--- config.mk ---
export PLATFORM = sky130hd
export DESIGN_NAME = abpll_seq
export DESIGN_NICKNAME = d
export VERILOG_FILES = /design/src/abpll_pkg.sv /design/src/abpll_seq.sv
export SDC_FILE = /design/constraint.sdc
export NUM_CORES = 1
export LEC_CHECK = 0
export ABC_AREA = 1
export BUFFER_PORTS_ARGS = -buffer_cell sky130_fd_sc_hd__clkbuf_2
export CAP_MARGIN = 20
export CORE_ASPECT_RATIO = 0.9
export CORE_MARGIN = 4
export CORE_UTILIZATION = 49
export CTS_BUF_LIST = sky130_fd_sc_hd__clkbuf_4 sky130_fd_sc_hd__clkbuf_8
export CTS_CLUSTER_DIAMETER = 30
export DETAILED_ROUTE_END_ITERATION = 7
export PLACE_DENSITY = 0.8
export SYNTH_ARGS = -nofsm -noshare
export SYNTH_HDL_FRONTEND = slang
export SYNTH_SLANG_ARGS = --single-unit
--- constraint.sdc ---
create_clock -name aclk -period 1.79 [get_ports aclk]
set_input_delay 0.358 -clock aclk [delete_from_list [all_inputs] [get_ports aclk]]
set_output_delay 0.358 -clock aclk [all_outputs]
set_load 0.01 [all_outputs]
--- src/abpll_pkg.sv ---
// Shared types and constants for the alpha/beta PLL.
// Holds the microcode word layout, the step enum and the fixed field widths.
// No dependencies.
package abpll_pkg;

    localparam int CORDIC_STEPS = 16;
    localparam int ITER_W       = $clog2(CORDIC_STEPS);
    localparam logic [ITER_W-1:0] ITER_LAST = ITER_W'(CORDIC_STEPS - 1);

    localparam int GAIN_W     = 32;
    localparam int FREQ_W     = 32;
    localparam int ERR_OUT_W  = 34;
    localparam int FILT_SHIFT = 30;
    localparam int ANGLE_W    = 32;

    localparam int CFG_IDX_W = 2;
    localparam logic [CFG_IDX_W-1:0] CFG_GAIN_B0 = 2'd0;
    localparam logic [CFG_IDX_W-1:0] CFG_GAIN_B1 = 2'd1;

    typedef enum logic [3:0] {
        ST_WAIT_IN,
        ST_MUL_BETA,
        ST_MUL_ALPHA,
        ST_SUM_RAW,
        ST_SCALE_ERR,
        ST_MUL_B0,
        ST_MUL_B1,
        ST_SUM_FILT,
        ST_FREQ,
        ST_PHASE,
        ST_ROT_INIT,
        ST_ROT_STEP,
        ST_TRIG,
        ST_OUT
    } step_t;

    typedef enum logic [1:0] {MA_BETA, MA_ALPHA, MA_ERR, MA_ERR_PREV} mul_a_t;
    typedef enum logic [1:0] {MB_SINE, MB_COSINE, MB_GAIN_B0, MB_GAIN_B1} mul_b_t;
    typedef enum logic [1:0] {ACC_HOLD, ACC_LOAD, ACC_ADD} acc_op_t;
    typedef enum logic [1:0] {JC_NEXT, JC_WAIT_IN, JC_LOOP, JC_WAIT_OUT} jump_t;

    typedef struct packed {
        mul_a_t  mul_a;
        mul_b_t  mul_b;
        acc_op_t acc_op;
        logic    wr_err;
        logic    wr_freq;
        logic    wr_phase;
        logic    rot_init;
        logic    rot_step;
        logic    wr_trig;
        logic    take_in;
        logic    give_out;
        jump_t   jump;
        step_t   target;
    } ucode_t;

    typedef struct packed {
        ucode_t              uc;
        logic [ITER_W-1:0]   iter;
    } ctrl_t;

    typedef struct packed {
        logic in_valid;
        logic out_free;
    } seq_status_t;

endpackage

--- src/abpll_seq.sv ---
// Microcode sequencer for the alpha/beta PLL: step counter, control ROM,
// loop counter for the rotation steps and conditional jumps.
// Depends on abpll_pkg.
module abpll_seq (
    input  logic                      aclk,
    input  logic                      aresetn,
    input  abpll_pkg::seq_status_t    status,
    output abpll_pkg::ctrl_t          ctrl
);
    import abpll_pkg::*;

    step_t             step_reg;
    step_t             step_next;
    logic [ITER_W-1:0] iter_reg;
    logic [ITER_W-1:0] iter_next;
    ucode_t            word;

    function automatic ucode_t ucode_rom(input step_t step);
        ucode_t w;
        w        = '0;
        w.mul_a  = MA_BETA;
        w.mul_b  = MB_SINE;
        w.acc_op = ACC_HOLD;
        w.jump   = JC_NEXT;
        w.target = ST_WAIT_IN;
        case (step)
            ST_WAIT_IN: begin
                w.take_in = 1'b1;
                w.jump    = JC_WAIT_IN;
            end
            ST_MUL_BETA: begin
                w.mul_a = MA_BETA;
                w.mul_b = MB_SINE;
            end
            ST_MUL_ALPHA: begin
                w.mul_a  = MA_ALPHA;
                w.mul_b  = MB_COSINE;
                w.acc_op = ACC_LOAD;
            end
            ST_SUM_RAW:   w.acc_op = ACC_ADD;
            ST_SCALE_ERR: w.wr_err = 1'b1;
            ST_MUL_B0: begin
                w.mul_a = MA_ERR;
                w.mul_b = MB_GAIN_B0;
            end
            ST_MUL_B1: begin
                w.mul_a  = MA_ERR_PREV;
                w.mul_b  = MB_GAIN_B1;
                w.acc_op = ACC_LOAD;
            end
            ST_SUM_FILT:  w.acc_op = ACC_ADD;
            ST_FREQ:      w.wr_freq = 1'b1;
            ST_PHASE:     w.wr_phase = 1'b1;
            ST_ROT_INIT:  w.rot_init = 1'b1;
            ST_ROT_STEP: begin
                w.rot_step = 1'b1;
                w.jump     = JC_LOOP;
                w.target   = ST_ROT_STEP;
            end
            ST_TRIG:      w.wr_trig = 1'b1;
            ST_OUT: begin
                w.give_out = 1'b1;
                w.jump     = JC_WAIT_OUT;
                w.target   = ST_WAIT_IN;
            end
            default: begin
                w.jump   = JC_WAIT_OUT;
                w.target = ST_WAIT_IN;
            end
        endcase
        return w;
    endfunction

    always_ff @(posedge aclk) begin
        if (!aresetn) begin
            step_reg <= ST_WAIT_IN;
            iter_reg <= '0;
        end else begin
            step_reg <= step_next;
            iter_reg <= iter_next;
        end
    end

    always_comb begin
        word      = ucode_rom(step_reg);
        step_next = step_reg;
        iter_next = iter_reg;
        case (word.jump)
            JC_NEXT: step_next = step_t'(step_reg + 4'd1);
            JC_WAIT_IN: begin
                if (status.in_valid) begin
                    step_next = step_t'(step_reg + 4'd1);
                end
            end
            JC_LOOP: begin
                // repeat the step until the last rotation is done
                if (iter_reg == ITER_LAST) begin
                    step_next = step_t'(step_reg + 4'd1);
                    iter_next = '0;
                end else begin
                    step_next = word.target;
                    iter_next = iter_reg + 1'b1;
                end
            end
            JC_WAIT_OUT: begin
                if (status.out_free) begin
                    step_next = word.target;
                end
            end
            default: step_next = ST_WAIT_IN;
        endcase
        ctrl.uc   = word;
        ctrl.iter = iter_reg;
    end

endmodule

## After elaboration in Yosys (flattened, before gate mapping)

Index checks and enable logic that the tools add are counted.

- Add/sub/neg operators: 2
- Equality and inequality tests: 19
- Reductions and logical operators: 6
- Multiplexer cells: 17

Operators by type and width:

| operator | number |
|---|---|
| $eq A4 B4 Y1 const B | 7 |
| $mux W4 | 5 |
| $eq A4 B3 Y1 const B | 4 |
| $pmux W4 S4 | 1 |
| $pmux W4 S3 | 1 |
| $reduce_or A11 Y1 | 1 |
| $add A4 B1 Y4 const B | 2 |
| $eq A4 B2 Y1 const B | 2 |
| $mux W1 | 8 |
| $pmux W2 S3 | 1 |
| $eq A2 B2 Y1 const B | 2 |
| $eq A4 B1 Y1 const B | 1 |
| $logic_not A4 Y1 | 1 |
| $ne A2 B2 Y1 const B | 2 |
| $pmux W2 S2 | 1 |
| $reduce_or A2 Y1 | 2 |
| $eq A2 B1 Y1 const B | 1 |
| $logic_not A2 Y1 | 1 |
| $reduce_and A2 Y1 | 1 |

- Input port bits: 4
- Word-level logic and storage cells: 46
- Output and inout port bits: 24
- Register bits after elaboration: 8

## Longest topological paths before layout

- Depth after elaboration: 6
- Depth in mapped cells: 12
- Mapped depth without buffers: 12

## Least setup slack after synthesis

No wires, ideal clock.

- Path type: reg-to-output
- Start point: register step_reg[0]
- End point: output port ctrl[8] (netlist bit)
- Data required time: 1.432 ns
- Setup slack: 0.210 ns
- Stages on the path, launching flop included: 8
- Buffers on the path: 0
- Arrival: 1.222 ns
- Cell sequence: dfxtp_1 > inv_1 > ha_1 > inv_1 > nand2_1 > nand2_1 > nand2_1 > o21ai_0

RTL lines:

| item | RTL line | text |
|---|---|---|
| start, declared | abpll_seq.sv:12 | `step_t step_reg;` |
| start signal, assigned | abpll_seq.sv:79 | `step_reg <= step_next;` |
| end, declared | abpll_seq.sv:8 | `output abpll_pkg::ctrl_t ctrl` |

==> flow_metrics.tcl <==
set metrics [dict create \
    diodes 0 \
    synth_top_flop_cell "dfxtp_1" \
    wl_microns 1890 \
    grt_pass1_vias 638 \
    vias 788 \
    setup_slack_ns -0.0914 \
    rows 12 \
    drt.antenna.violating_nets 0 \
    synth.area.top_cells "dfxtp_1 (23%), nand2_1 (11%), nor2_1 (9.0%), ha_1 (8.8%), buf_4 (6.4%)" \
    clockBufferDepth 2 \
    grt_overflow 0 \
    worst_ep_required_time_ns 1.43 \
    place.detailed.hpwl_microns 1300 \
    placed_cell_area_sq_um 821 \
    start_kind "flip-flop" \
    max-vdd-ir-drop_v 0.000788 \
    async_flop_share 0 \
    yosysTopAreaCell "dfxtp_1" \
    ctsRootBufferMaster "clkbuf_4" \
    antenna_found_initial 0 \
    wl_per_cell_microns 12.6 \
    fin_worst_skew_ns 0.00649 \
    initial_core_util 0.547 \
    violations "setup timing" \
    avgSynthCellArea_sq_um 6.61 \
    seq_area_frac_synth 0.227 \
    power_density_nw_per_um2 1420 \
    dr.pass1.iters 4 \
    cts_tree "built" \
    maxSlewViolCount 0 \
    die_h_microns 44.0 \
    design_area_sq_um 933 \
    synth_top_cell_area_share 0.227 \
    worst_setup_path_end_kind "output port" \
    hp-class "input port to flip-flop" \
    finalPower_mw 1.32 \
    period_share 1.05 \
    ys_warn_count 0 \
    clock_latency_ns 0.26 \
    drc 0 \
    leakage_nw 0.477 \
    period_needed_ns 1.88 \
    synthTopCellsByCount "nand2_1 (20), nor2_1 (17), inv_1 (12), dfxtp_1 (8)" \
    crit_type "flip-flop to output port" \
    cts_made_buffers 3 \
    synth-edff-count 0 \
    syn2layout_area_growth_pct 32.0 \
    grt_usage 0.179 \
    ios 28 \
    synth_cells 107 \
    yosys.cell_types.count 25 \
    gp_congestion 0.808 \
    yosysMostFrequentCell "nand2_1" \
    clock_sinks 8 \
    hold_ws_ns 0.358 \
    clk_pin_slew_ns 0.05 \
    synth_seq_cells 8 \
    final_core_util 0.723 \
    cts_hold_buf 0 \
    htreeDepth 1 \
    hold_viol 0 \
    dieArea_sq_um 2120 \
    status "finished, violations left" \
    grt_pass1_wl_microns 2730 \
    nNetsFinal 147 \
    drt_iter0_markers 8 \
    cp.arrival_ns 1.52 \
    die_w_microns 48.0 \
    synth.cell_area_sq_um 707 \
    syn_nets 116 \
    port_buffers 26 \
    drv_cap 0 \
    drive_gt1_frac 0.471 \
    routed_via_density 5.25 \
    grt_max_degree 9 \
    crit_fanout 5 \
    setup_viol 5 \
    max_freq_mhz 532 \
    final.setup.tns_ns -0.218 \
    core_area_sq_um 1290 \
    rsz0062_at_grt "true" \
]
[logic make-up after synthesis]
logic type                 count (synthesis)  share of synthesized area
AOI/OAI and AO/OA                          8                     0.0619
xor gates and xnor gates                   3                     0.0372
adders and majority gates                  5                     0.0885
buffers and inverters                     21                      0.154
DFF                                        8                      0.227
other                                      1                    0.00530
and+or+nand+nor                           61                      0.427
[metrics by stage]
step                std cells  worst slack, ns
global route              150           -0.184
finish                    150          -0.0914
floorplan                 107            0.210
detailed placement        143           0.0648
CTS                       148          -0.0303
global placement          143            0.122
[path summary, 6_finish.rpt]
kind | startpoint | endpoint | slack [ns] | depth (start not counted)
max | step_reg[1] | ctrl[9] | -0.09 | 10
min | aresetn | step_reg[0] | 0.36 | 3
max reg2reg | step_reg[1] | step_reg[2] | 0.11 | 14
min reg2reg | iter_reg[1] | iter_reg[1] | 0.51 | 2
[worst max-delay path, stage by stage (launching register included)]
cell,delay (ns)
dfxtp_4,0.39
inv_4,0.05
ha_4,0.16
inv_2,0.05
nand2_1,0.05
nand2_1,0.10
nand2_2,0.09
nor2_4,0.12
nand2_2,0.07
nand2_2,0.08
buf_6,0.11
[per-layer routing]
| layer | wire, microns | track usage | up-vias |
|---|---|---|---|
| met5 | 0 | 0 | - |
| met4 | 40 | 0.0484 | 0 |
| met3 | 160 | 0.0732 | 6 |
| met2 | 932 | 0.285 | 38 |
| met1 | 754 | 0.220 | 359 |
| li1 | - | - | 385 |
[cell usage in the layout, fill, tap and decap left out, drive strengths merged]
master	Yosys	final
nor3	4	4
xor2	2	2
nand2	26	26
conb	1	1
nand3	8	8
ha	5	5
nor2	20	20
xnor2	1	1
o21ai	2	2
buf	7	9
dfxtp	8	8
a21oi	6	6
or2	3	3
clkbuf	0	27
inv	14	14
[layout make-up]
| type | count | area [sq um] |
|---|---|---|
| Inverter | 14 | 57.6 |
| Multi-Input combinational cell | 78 | 479 |
| Clock buffer | 3 | 22.5 |
| Fill cell | 99 | 358 |
| Sequential cell | 8 | 168 |
| Timing Repair Buffer | 33 | 189 |
| Tap cell | 14 | 17.5 |
[report_power, final]
part	total (mW)	switching [mW]	internal, mW
Clock	0.145	0.0677	0.0771
Sequential	0.262	0.0485	0.214
Combinational	0.917	0.508	0.409
[what timing repair did]
| item | in CTS | in global routing |
|---|---|---|
| gates resized for setup | 16 | 7 |
| setup buffers | 2 | 2 |
| pin swaps | 3 | 7 |
| endpoints found under the setup margin | 6 | 6 |
| hold endpoints to repair | 0 | 0 |
No activity file was read; power rests on OpenSTA's default activity.
