===== src/abpll_pkg.sv =====
// Shared types and constants for the alpha/beta PLL.
// Holds the microcode word layout, the step enum and the fixed field widths.
// No dependencies.
package abpll_pkg;

    localparam int CORDIC_STEPS = 16;
    localparam int ITER_W       = $clog2(CORDIC_STEPS);
    localparam logic [ITER_W-1:0] ITER_LAST = ITER_W'(CORDIC_STEPS - 1);

    localparam int GAIN_W     = 32;
    localparam int FREQ_W     = 32;
    localparam int ERR_OUT_W  = 34;
    localparam int FILT_SHIFT = 30;
    localparam int ANGLE_W    = 32;

    localparam int CFG_IDX_W = 2;
    localparam logic [CFG_IDX_W-1:0] CFG_GAIN_B0 = 2'd0;
    localparam logic [CFG_IDX_W-1:0] CFG_GAIN_B1 = 2'd1;

    typedef enum logic [3:0] {
        ST_WAIT_IN,
        ST_MUL_BETA,
        ST_MUL_ALPHA,
        ST_SUM_RAW,
        ST_SCALE_ERR,
        ST_MUL_B0,
        ST_MUL_B1,
        ST_SUM_FILT,
        ST_FREQ,
        ST_PHASE,
        ST_ROT_INIT,
        ST_ROT_STEP,
        ST_TRIG,
        ST_OUT
    } step_t;

    typedef enum logic [1:0] {MA_BETA, MA_ALPHA, MA_ERR, MA_ERR_PREV} mul_a_t;
    typedef enum logic [1:0] {MB_SINE, MB_COSINE, MB_GAIN_B0, MB_GAIN_B1} mul_b_t;
    typedef enum logic [1:0] {ACC_HOLD, ACC_LOAD, ACC_ADD} acc_op_t;
    typedef enum logic [1:0] {JC_NEXT, JC_WAIT_IN, JC_LOOP, JC_WAIT_OUT} jump_t;

    typedef struct packed {
        mul_a_t  mul_a;
        mul_b_t  mul_b;
        acc_op_t acc_op;
        logic    wr_err;
        logic    wr_freq;
        logic    wr_phase;
        logic    rot_init;
        logic    rot_step;
        logic    wr_trig;
        logic    take_in;
        logic    give_out;
        jump_t   jump;
        step_t   target;
    } ucode_t;

    typedef struct packed {
        ucode_t              uc;
        logic [ITER_W-1:0]   iter;
    } ctrl_t;

    typedef struct packed {
        logic in_valid;
        logic out_free;
    } seq_status_t;

endpackage


===== src/abpll_cordic.sv =====
// Iterative rotation-mode CORDIC in turns: one micro-rotation per cycle,
// quadrant folding and rounding to sample width. Depends on abpll_pkg.
module abpll_cordic #(
    parameter int SAMPLE_BITS = 16
) (
    input  logic                              aclk,
    input  abpll_pkg::ctrl_t                  ctrl,
    input  logic [abpll_pkg::ANGLE_W-1:0]     angle,
    output logic signed [SAMPLE_BITS-1:0]     sine,
    output logic signed [SAMPLE_BITS-1:0]     cosine
);
    import abpll_pkg::*;

    localparam int ROT_W  = ANGLE_W;
    localparam int RND_SH = 31 - SAMPLE_BITS;
    localparam logic [ROT_W:0] RND_HALF = {{ROT_W{1'b0}}, 1'b1} << (RND_SH - 1);
    localparam logic signed [ROT_W-1:0] GAIN_INIT = 32'sd652032874;
    localparam logic [ANGLE_W-1:0] EIGHTH_TURN = 32'h2000_0000;

    logic signed [ROT_W-1:0] x_reg, y_reg, z_reg;
    logic [1:0]              quad_reg;
    logic [ANGLE_W-1:0]      shifted;
    logic [1:0]              quad_next;
    logic signed [ROT_W-1:0] dx, dy;
    logic signed [ROT_W-1:0] sin_full, cos_full;

    function automatic logic signed [ROT_W-1:0] atan_turns(input logic [ITER_W-1:0] i);
        logic signed [ROT_W-1:0] a;
        case (i)
            4'd0:  a = 32'sd536870912;
            4'd1:  a = 32'sd316933406;
            4'd2:  a = 32'sd167458907;
            4'd3:  a = 32'sd85004756;
            4'd4:  a = 32'sd42667331;
            4'd5:  a = 32'sd21354465;
            4'd6:  a = 32'sd10679838;
            4'd7:  a = 32'sd5340245;
            4'd8:  a = 32'sd2670163;
            4'd9:  a = 32'sd1335087;
            4'd10: a = 32'sd667544;
            4'd11: a = 32'sd333772;
            4'd12: a = 32'sd166886;
            4'd13: a = 32'sd83443;
            4'd14: a = 32'sd41721;
            4'd15: a = 32'sd20861;
            default: a = '0;
        endcase
        return a;
    endfunction

    // round half up to sample fraction bits, then saturate
    function automatic logic signed [SAMPLE_BITS-1:0] to_sample(
        input logic signed [ROT_W-1:0] v
    );
        logic signed [ROT_W:0] vr;
        logic signed [ROT_W:0] r;
        logic                  fits;
        logic signed [SAMPLE_BITS-1:0] s;
        vr   = $signed({v[ROT_W-1], v} + RND_HALF);
        r    = vr >>> RND_SH;
        fits = (&r[ROT_W:SAMPLE_BITS-1]) || !(|r[ROT_W:SAMPLE_BITS-1]);
        if (fits) begin
            s = r[SAMPLE_BITS-1:0];
        end else if (r[ROT_W]) begin
            s = {1'b1, {(SAMPLE_BITS-1){1'b0}}};
        end else begin
            s = {1'b0, {(SAMPLE_BITS-1){1'b1}}};
        end
        return s;
    endfunction

    assign shifted   = angle + EIGHTH_TURN;
    assign quad_next = shifted[ANGLE_W-1:ANGLE_W-2];
    assign dx        = y_reg >>> ctrl.iter;
    assign dy        = x_reg >>> ctrl.iter;

    always_ff @(posedge aclk) begin
        if (ctrl.uc.rot_init) begin
            x_reg    <= GAIN_INIT;
            y_reg    <= '0;
            z_reg    <= $signed(angle - {quad_next, {(ANGLE_W-2){1'b0}}});
            quad_reg <= quad_next;
        end else if (ctrl.uc.rot_step) begin
            if (!z_reg[ROT_W-1]) begin
                x_reg <= x_reg - dx;
                y_reg <= y_reg + dy;
                z_reg <= z_reg - atan_turns(ctrl.iter);
            end else begin
                x_reg <= x_reg + dx;
                y_reg <= y_reg - dy;
                z_reg <= z_reg + atan_turns(ctrl.iter);
            end
        end
    end

    always_comb begin
        case (quad_reg)
            2'd0: begin
                sin_full = y_reg;
                cos_full = x_reg;
            end
            2'd1: begin
                sin_full = x_reg;
                cos_full = -y_reg;
            end
            2'd2: begin
                sin_full = -y_reg;
                cos_full = -x_reg;
            end
            default: begin
                sin_full = -x_reg;
                cos_full = y_reg;
            end
        endcase
        sine   = to_sample(sin_full);
        cosine = to_sample(cos_full);
    end

endmodule


===== config.mk =====
export PLATFORM = sky130hd
export DESIGN_NAME = abpll_cordic
export DESIGN_NICKNAME = d
export VERILOG_FILES = /design/src/abpll_pkg.sv /design/src/abpll_cordic.sv
export SDC_FILE = /design/constraint.sdc
export NUM_CORES = 1
export LEC_CHECK = 0
export BUFFER_PORTS_ARGS = -buffer_cell sky130_fd_sc_hd__buf_2
export CORE_MARGIN = 2
export CORE_UTILIZATION = 30
export DETAILED_ROUTE_END_ITERATION = 12
export GPL_ROUTABILITY_DRIVEN = 0
export GPL_TIMING_DRIVEN = 0
export HOLD_SLACK_MARGIN = 0.05
export PLACE_DENSITY_LB_ADDON = 0.08
export RECOVER_POWER = 100
export SLEW_MARGIN = 15
export SYNTH_ARGS = -nofsm -noshare
export SYNTH_HDL_FRONTEND = slang
export SYNTH_SLANG_ARGS = --single-unit

===== constraint.sdc =====
create_clock -name aclk -period 6.8 [get_ports aclk]
set_input_delay 0.34 -clock aclk [delete_from_list [all_inputs] [get_ports aclk]]
set_output_delay 0.34 -clock aclk [all_outputs]
set_load 0.01 [all_outputs]

* Yosys cells after proc, flatten, opt, wreduce, memory -nomap -nowiden
Memory sizes are Yosys's and may differ from the RTL's.
Cells that the tools add are included.
** Storage, ports and cells
- Register bits :: 98
- Memory bits (read-only) :: 960
- Output and inout bits :: 32
- Memories kept :: 2
** Cells by class
- Add/subtract/negate cells :: 12
- Eq/ne operators :: 2
- Shift operators :: 2
- Muxes and demuxes :: 17
- Reduce and logical (&&, ||, !) cells :: 10
** Memories
- (no name shown) :: words 16, width 30, rd ports 1, clocked after Yosys merged registers in 0, wr ports 0, RTL line abpll_cordic.sv:29 : case (i)
- (no name shown) :: words 16, width 30, rd ports 1, clocked after Yosys merged registers in 0, wr ports 0, RTL line abpll_cordic.sv:29
** Operators with widths (count)
- 32-bit 2-to-1 mux :: 11
- 32-bit case mux with 3 select lines :: 2
- 32-bit subtractor :: 4
- 32-bit adder :: 3
- 32-bit by 16-bit adder with 33-bit output, second input constant :: 2
- 16-bit 2-to-1 mux :: 4
- 32-bit negation :: 2
- 32-bit by 4-bit >>> shifter with 32-bit output :: 2
- 32-bit by 30-bit adder with 32-bit output, second input constant :: 1
- 3-bit AND reduction :: 2
- 3-bit OR reduction :: 2
- 2-bit by 1-bit equality test with 1-bit output, second input constant :: 1
- 2-bit equality test, second input constant :: 1
- 1-bit zero test :: 2
- 2-bit zero test :: 1
- 1-bit logical OR :: 2
- 2-bit nonzero test :: 1

* Longest topological paths before layout
An unclocked memory read counts as a cell.
- Depth in word-level cells :: 8
- Depth in mapped cells :: 31
- Depth with buffers taken out :: 25

* Least setup slack after synthesis
No wires, ideal clock.
- Path kind :: in2reg
- Start point :: input ctrl[0] in the netlist's numbering
- End point :: register z_reg[29], data pin
- Setup time :: 0.268 ns
- Arrival time :: 6.010 ns
- Path slack :: 0.523 ns
- Stages on the path :: 29
- Cell sequence :: buf_4 > buf_4 > inv_2 > buf_1 > buf_1 > clkbuf_1 > ha_1 > nor2_1 > a211oi_1 > a21oi_1 > ha_1 > nand3_1 > nor3_1 > a21oi_1 > buf_2 > xor2_1 > ha_1 > clkbuf_1 > a21o_1 > a21o_1 > a21o_1 > a21oi_1 > nand3b_1 > o211ai_1 > a21boi_0 > o211a_1 > o41ai_1 > xnor2_1 > o21ai_0
** On the way
- Longest elaborated chain between the ends :: 8
- Elaborated cells on any way between the ends :: 13
** Ends and longest elaborated chain
- start: declaration :: RTL line abpll_cordic.sv:7 : input abpll_pkg::ctrl_t ctrl,
- memory read 16 x 30 bit
- 32-bit 2-to-1 mux :: RTL line abpll_cordic.sv:84 : if (!z_reg[ROT_W-1]) begin
- 32-bit 2-to-1 mux :: RTL line abpll_cordic.sv:83 : end else if (ctrl.uc.rot_step) begin
- 32-bit 2-to-1 mux :: RTL line abpll_cordic.sv:78 : if (ctrl.uc.rot_init) begin
- 32-bit subtractor or 32-bit adder (tied branches) :: RTL line abpll_cordic.sv:87, abpll_cordic.sv:91
- 32-bit 2-to-1 mux (*) :: RTL line abpll_cordic.sv:84
- 32-bit 2-to-1 mux (*) :: RTL line abpll_cordic.sv:83
- 32-bit 2-to-1 mux (*) :: RTL line abpll_cordic.sv:78
- end signal: assignment :: RTL line abpll_cordic.sv:81 : z_reg <= $signed(angle - {quad_next, {(ANGLE_W-2){1'b0}}});
- end signal: assignment :: RTL line abpll_cordic.sv:87 : z_reg <= z_reg - atan_turns(ctrl.iter);
- end signal: assignment :: RTL line abpll_cordic.sv:91 : z_reg <= z_reg + atan_turns(ctrl.iter);
- end: declaration :: RTL line abpll_cordic.sv:20 : logic signed [ROT_W-1:0] x_reg, y_reg, z_reg;
Mark *: on every way between the ends. The rest lies on a longest branch, timed or not. The select of a mux whose other input is x is not followed.
A chain may end at the register's enable or synchronous reset.

* Worst setup path after layout
- Start point :: input ctrl[0] in the netlist's numbering
- End point :: register y_reg[31]
** On the way
- Longest elaborated chain between the ends :: 3
- Elaborated cells on any way between the ends :: 4
** Ends and longest elaborated chain
- 32-bit by 4-bit >>> shifter with 32-bit output (*) :: RTL line abpll_cordic.sv:75 : assign dy = x_reg >>> ctrl.iter;
- 32-bit adder or 32-bit subtractor (tied branches) :: RTL line abpll_cordic.sv:86, abpll_cordic.sv:90
- 32-bit 2-to-1 mux (*) :: RTL line abpll_cordic.sv:84
- end signal: assignment :: RTL line abpll_cordic.sv:86 : y_reg <= y_reg + dy;
- end signal: assignment :: RTL line abpll_cordic.sv:90 : y_reg <= y_reg - dy;
- end: declaration :: RTL line abpll_cordic.sv:20
Mark *: on every way between the ends. The rest lies on a longest branch, timed or not.

==> impl_metrics.json <==
{
  "cts-htree-levels": 3,
  "synth_ff_type": "dfxtp_1",
  "firstDrtPassIters": 6,
  "slowest_stage": "mux4_2",
  "die-area_sq_mm": 0.0597,
  "cpPeakStageDelay_ps": 520,
  "setup_viol": 0,
  "holdCritPathClass": "in -> reg",
  "grt_pass1_vias": 16732,
  "ys_types": 105,
  "avgSynthCellArea_sq_um": 7.98,
  "port_buffers": 69,
  "ir_drop_mv": 0.264,
  "critPathMaxFanout": 10,
  "timing.hold.ws_ps": 180,
  "synth_nets": 2347,
  "synth.top_cell.area_share_pct": 9.87,
  "critPathCaptureType": "register",
  "worst_ep_arrival_time_ps": 6880,
  "ys_ff_latch": 98,
  "dp_hpwl_mm": 59.2,
  "layout-drive-gt1-share_pct": 14.1,
  "powerDensity_mw_per_mm2": 567,
  "cts_hold_buf": 0,
  "rr_worst_depth": 22,
  "via_per_inst": 5.75,
  "start_util_pct": 30.2,
  "finalCriticalPeriod_ps": 6560,
  "die_y_um": 244,
  "async_flop_share_pct": 0,
  "synth-edff-count": 34,
  "vias": 17375,
  "timing.rr.end": "y_reg[31]",
  "grt_pass1_wl_mm": 110,
  "relSlewSlack_pct": 7.45,
  "coreArea_sq_mm": 0.0574,
  "cts_setup_buffers": 0,
  "clock_latency_ps": 420,
  "p_leak_nw": 7.57,
  "timing.final.crit_share_pct": 96.5,
  "postSynthCellCount": 2172,
  "final_cells": 3021,
  "drtIter0Drc": 1340,
  "cts_tree": "yes",
  "yosysSeqAreaShare_pct": 13.3,
  "worst_pin_slew_ps": 1390,
  "overflow": 0,
  "rows": 88,
  "cap_violations": 0,
  "dp.cells": 3006,
  "grt_start_max_net_pins": 33,
  "cts.sinks": 98,
  "clock_path_buffers": 2,
  "status": "finished, final reports clean",
  "drv_slew": 0,
  "final.setup_skew_ps": 9.06,
  "yosysTopAreaCell": "mux4_2",
  "clkTransAtPathRegs_ps": 90,
  "netlist_top_cells_area": "mux4_2, ha_1, xnor2_1",
  "reg2reg_slack_ps": 340,
  "drc": 0,
  "ant_nets": 0,
  "yosys_warnings": 0,
  "wire_per_inst_um": 24.6,
  "crit_type": "in -> reg",
  "worstReg2RegStart": "x_reg[25]",
  "hp-start": "angle[22]",
  "crit_buf_inv": 5,
  "die_w_um": 244,
  "netlist_area_sq_mm": 0.0173,
  "cp_top_family": "compound AO/OA/AOI/OAI gates",
  "root_buffer": "clkbuf_16",
  "pin_count": 89,
  "cp-start-kind": "input pin",
  "area_growth_pct": 10.1,
  "grt_use_total_pct": 24.6,
  "cts_buffers": 9,
  "worstHoldEndpoint": "z_reg[22]",
  "drt-total-wl_mm": 74.3,
  "hold_depth": 3,
  "nNetsFinal": 2426,
  "grt_antenna_before_repair": 0,
  "crit_chain": "buf_2 -> buf_6 -> buf_4 -> buf_4 -> mux4_2 -> mux2i_1 -> mux2i_1 -> nor4_2 -> and3b_1 -> and2_1 -> a21oi_1 -> xnor2_2 -> ha_1 -> and4_1 -> a21boi_0 -> a221oi_1 -> inv_1 -> a31o_1 -> a211oi_1 -> o311ai_0 -> a21oi_2 -> xnor2_1 -> a211oi_1 -> a31o_2",
  "finalHoldViolCount": 0,
  "antenna_cells": 0,
  "max_freq_mhz": 152,
  "required_ps": 7120
}
## cell usage after synthesis, types with 48 or more instances
library cell and n:
a21o_1 48, a21oi_1 172, clkbuf_1 83, dfxtp_1 64
ha_1 115, inv_1 52, mux2i_1 87, mux4_2 76
nand2_1 212, nor2_1 199, o21ai_0 146, xnor2_1 154
xor2_1 92
## where the power goes
group | switching (mW) | internal, mW
sequential | 0.338 | 0.907
clock | 0.305 | 0.262
combinational | 5.35 | 3.65
## metal layers
metal	track usage, %	share of wire [%]
met4	11.8	5.1
met2	37.4	43
met3	4.73	6.9
met1	33.3	45
met5	0	0
## worst reg2reg max path, stage by stage (launching register included)
cell       delay (ps)
dfxtp_1           350
clkbuf_1          370
mux4_2            690
mux2_2            320
mux2i_1           390
nand4bb_1         240
nor3_1            370
and2_1            270
nand2_1            70
nand2_1           110
xor2_2            300
ha_1              350
and4_1            210
a21boi_0          120
a221oi_1          280
inv_1              60
a31o_1            260
a211oi_1          410
o311ai_0          280
a21oi_2           370
xnor2_1           190
a211oi_1          100
a31o_2            260
## layout by cell type, fill, tap and decap left out, types with 9 or more instances in the layout
master / count
xnor2_1: 151
nand3_1: 34
a31oi_1: 28
nor2b_1: 21
inv_1: 52
ha_1: 112
buf_6: 10
clkbuf_2: 9
buf_1: 15
mux4_2: 76
and2_1: 20
mux2i_1: 87
o21bai_1: 17
dfxtp_1: 64
nor2_1: 199
or3_1: 10
or2_2: 10
a21o_1: 48
buf_4: 10
clkbuf_16: 9
o211ai_1: 21
a211oi_1: 22
xor2_1: 89
o21ai_2: 13
nand2_1: 212
o21ai_0: 149
nor4_1: 13
o21a_1: 24
nand2b_1: 21
and3_1: 18
edfxtp_1: 34
mux2_2: 31
nand4_1: 24
nor3_1: 41
o31ai_1: 14
a21oi_1: 169
buf_2: 69
clkbuf_1: 101
## cells by family after synthesis
| kind of cell | Yosys count | share of synthesized area [%] |
|---|---|---|
| AO/OA/AOI/OAI | 611 | 22.7 |
| multiplexers | 201 | 17.9 |
| buffers and inverters | 212 | 5.35 |
| adder cells (fa/ha/maj) | 119 | 8.70 |
| XOR/XNOR | 247 | 12.5 |
| AND/OR/NAND/NOR | 684 | 19.5 |
| flip-flops | 98 | 13.3 |
## worst max path at each step
stage | startpoint | depth (start not counted) | slack, ps | to
6_report | ctrl[0] | 24 | 240 | y_reg[31]
5_1_grt | ctrl[0] | 31 | -10 | z_reg[31]
4_1_cts | ctrl[0] | 28 | 40 | z_reg[31]
3_5_place_dp | ctrl[3] | 26 | -1650 | x_reg[31]
3_3_place_gp | ctrl[0] | 30 | -1610 | z_reg[29]
2_1_floorplan | ctrl[0] | 29 | 520 | z_reg[29]
## area by class of cell
type	instances	area [sq um]
plain buffers	154	762
clock buffers	10	239
clock inverters	6	48.8
fillers	6124	38300
inverters	57	214
multi-input cells	1862	14200
flip-flops and latches	98	2300
well taps	765	957
repair buffers	69	327
## per-stage QoR
stage | area (sq um) | util, % | power [mW] | setup slack, ps | setup TNS (ps)
CTS | 19000 | 33.1 | 10.7 | 44.1 | 0
floorplan | 17300 | - | 7.66 | 523 | 0
detailed placement | 18600 | 32.5 | 10.0 | -1650 | -32490
finish | 19100 | 33.3 | 10.8 | 238 | 0
global placement | 18600 | 32.5 | 10.0 | -1610 | -33590
global route | 19100 | 33.3 | 11.8 | -12.9 | -25.3
## timing repair
item / in CTS / in global routing
endpoints found under the setup margin: 34 / 12
gates resized for setup: 26 / 38
pin swaps: 1 / 1
(Power assumes the default switching activity.)
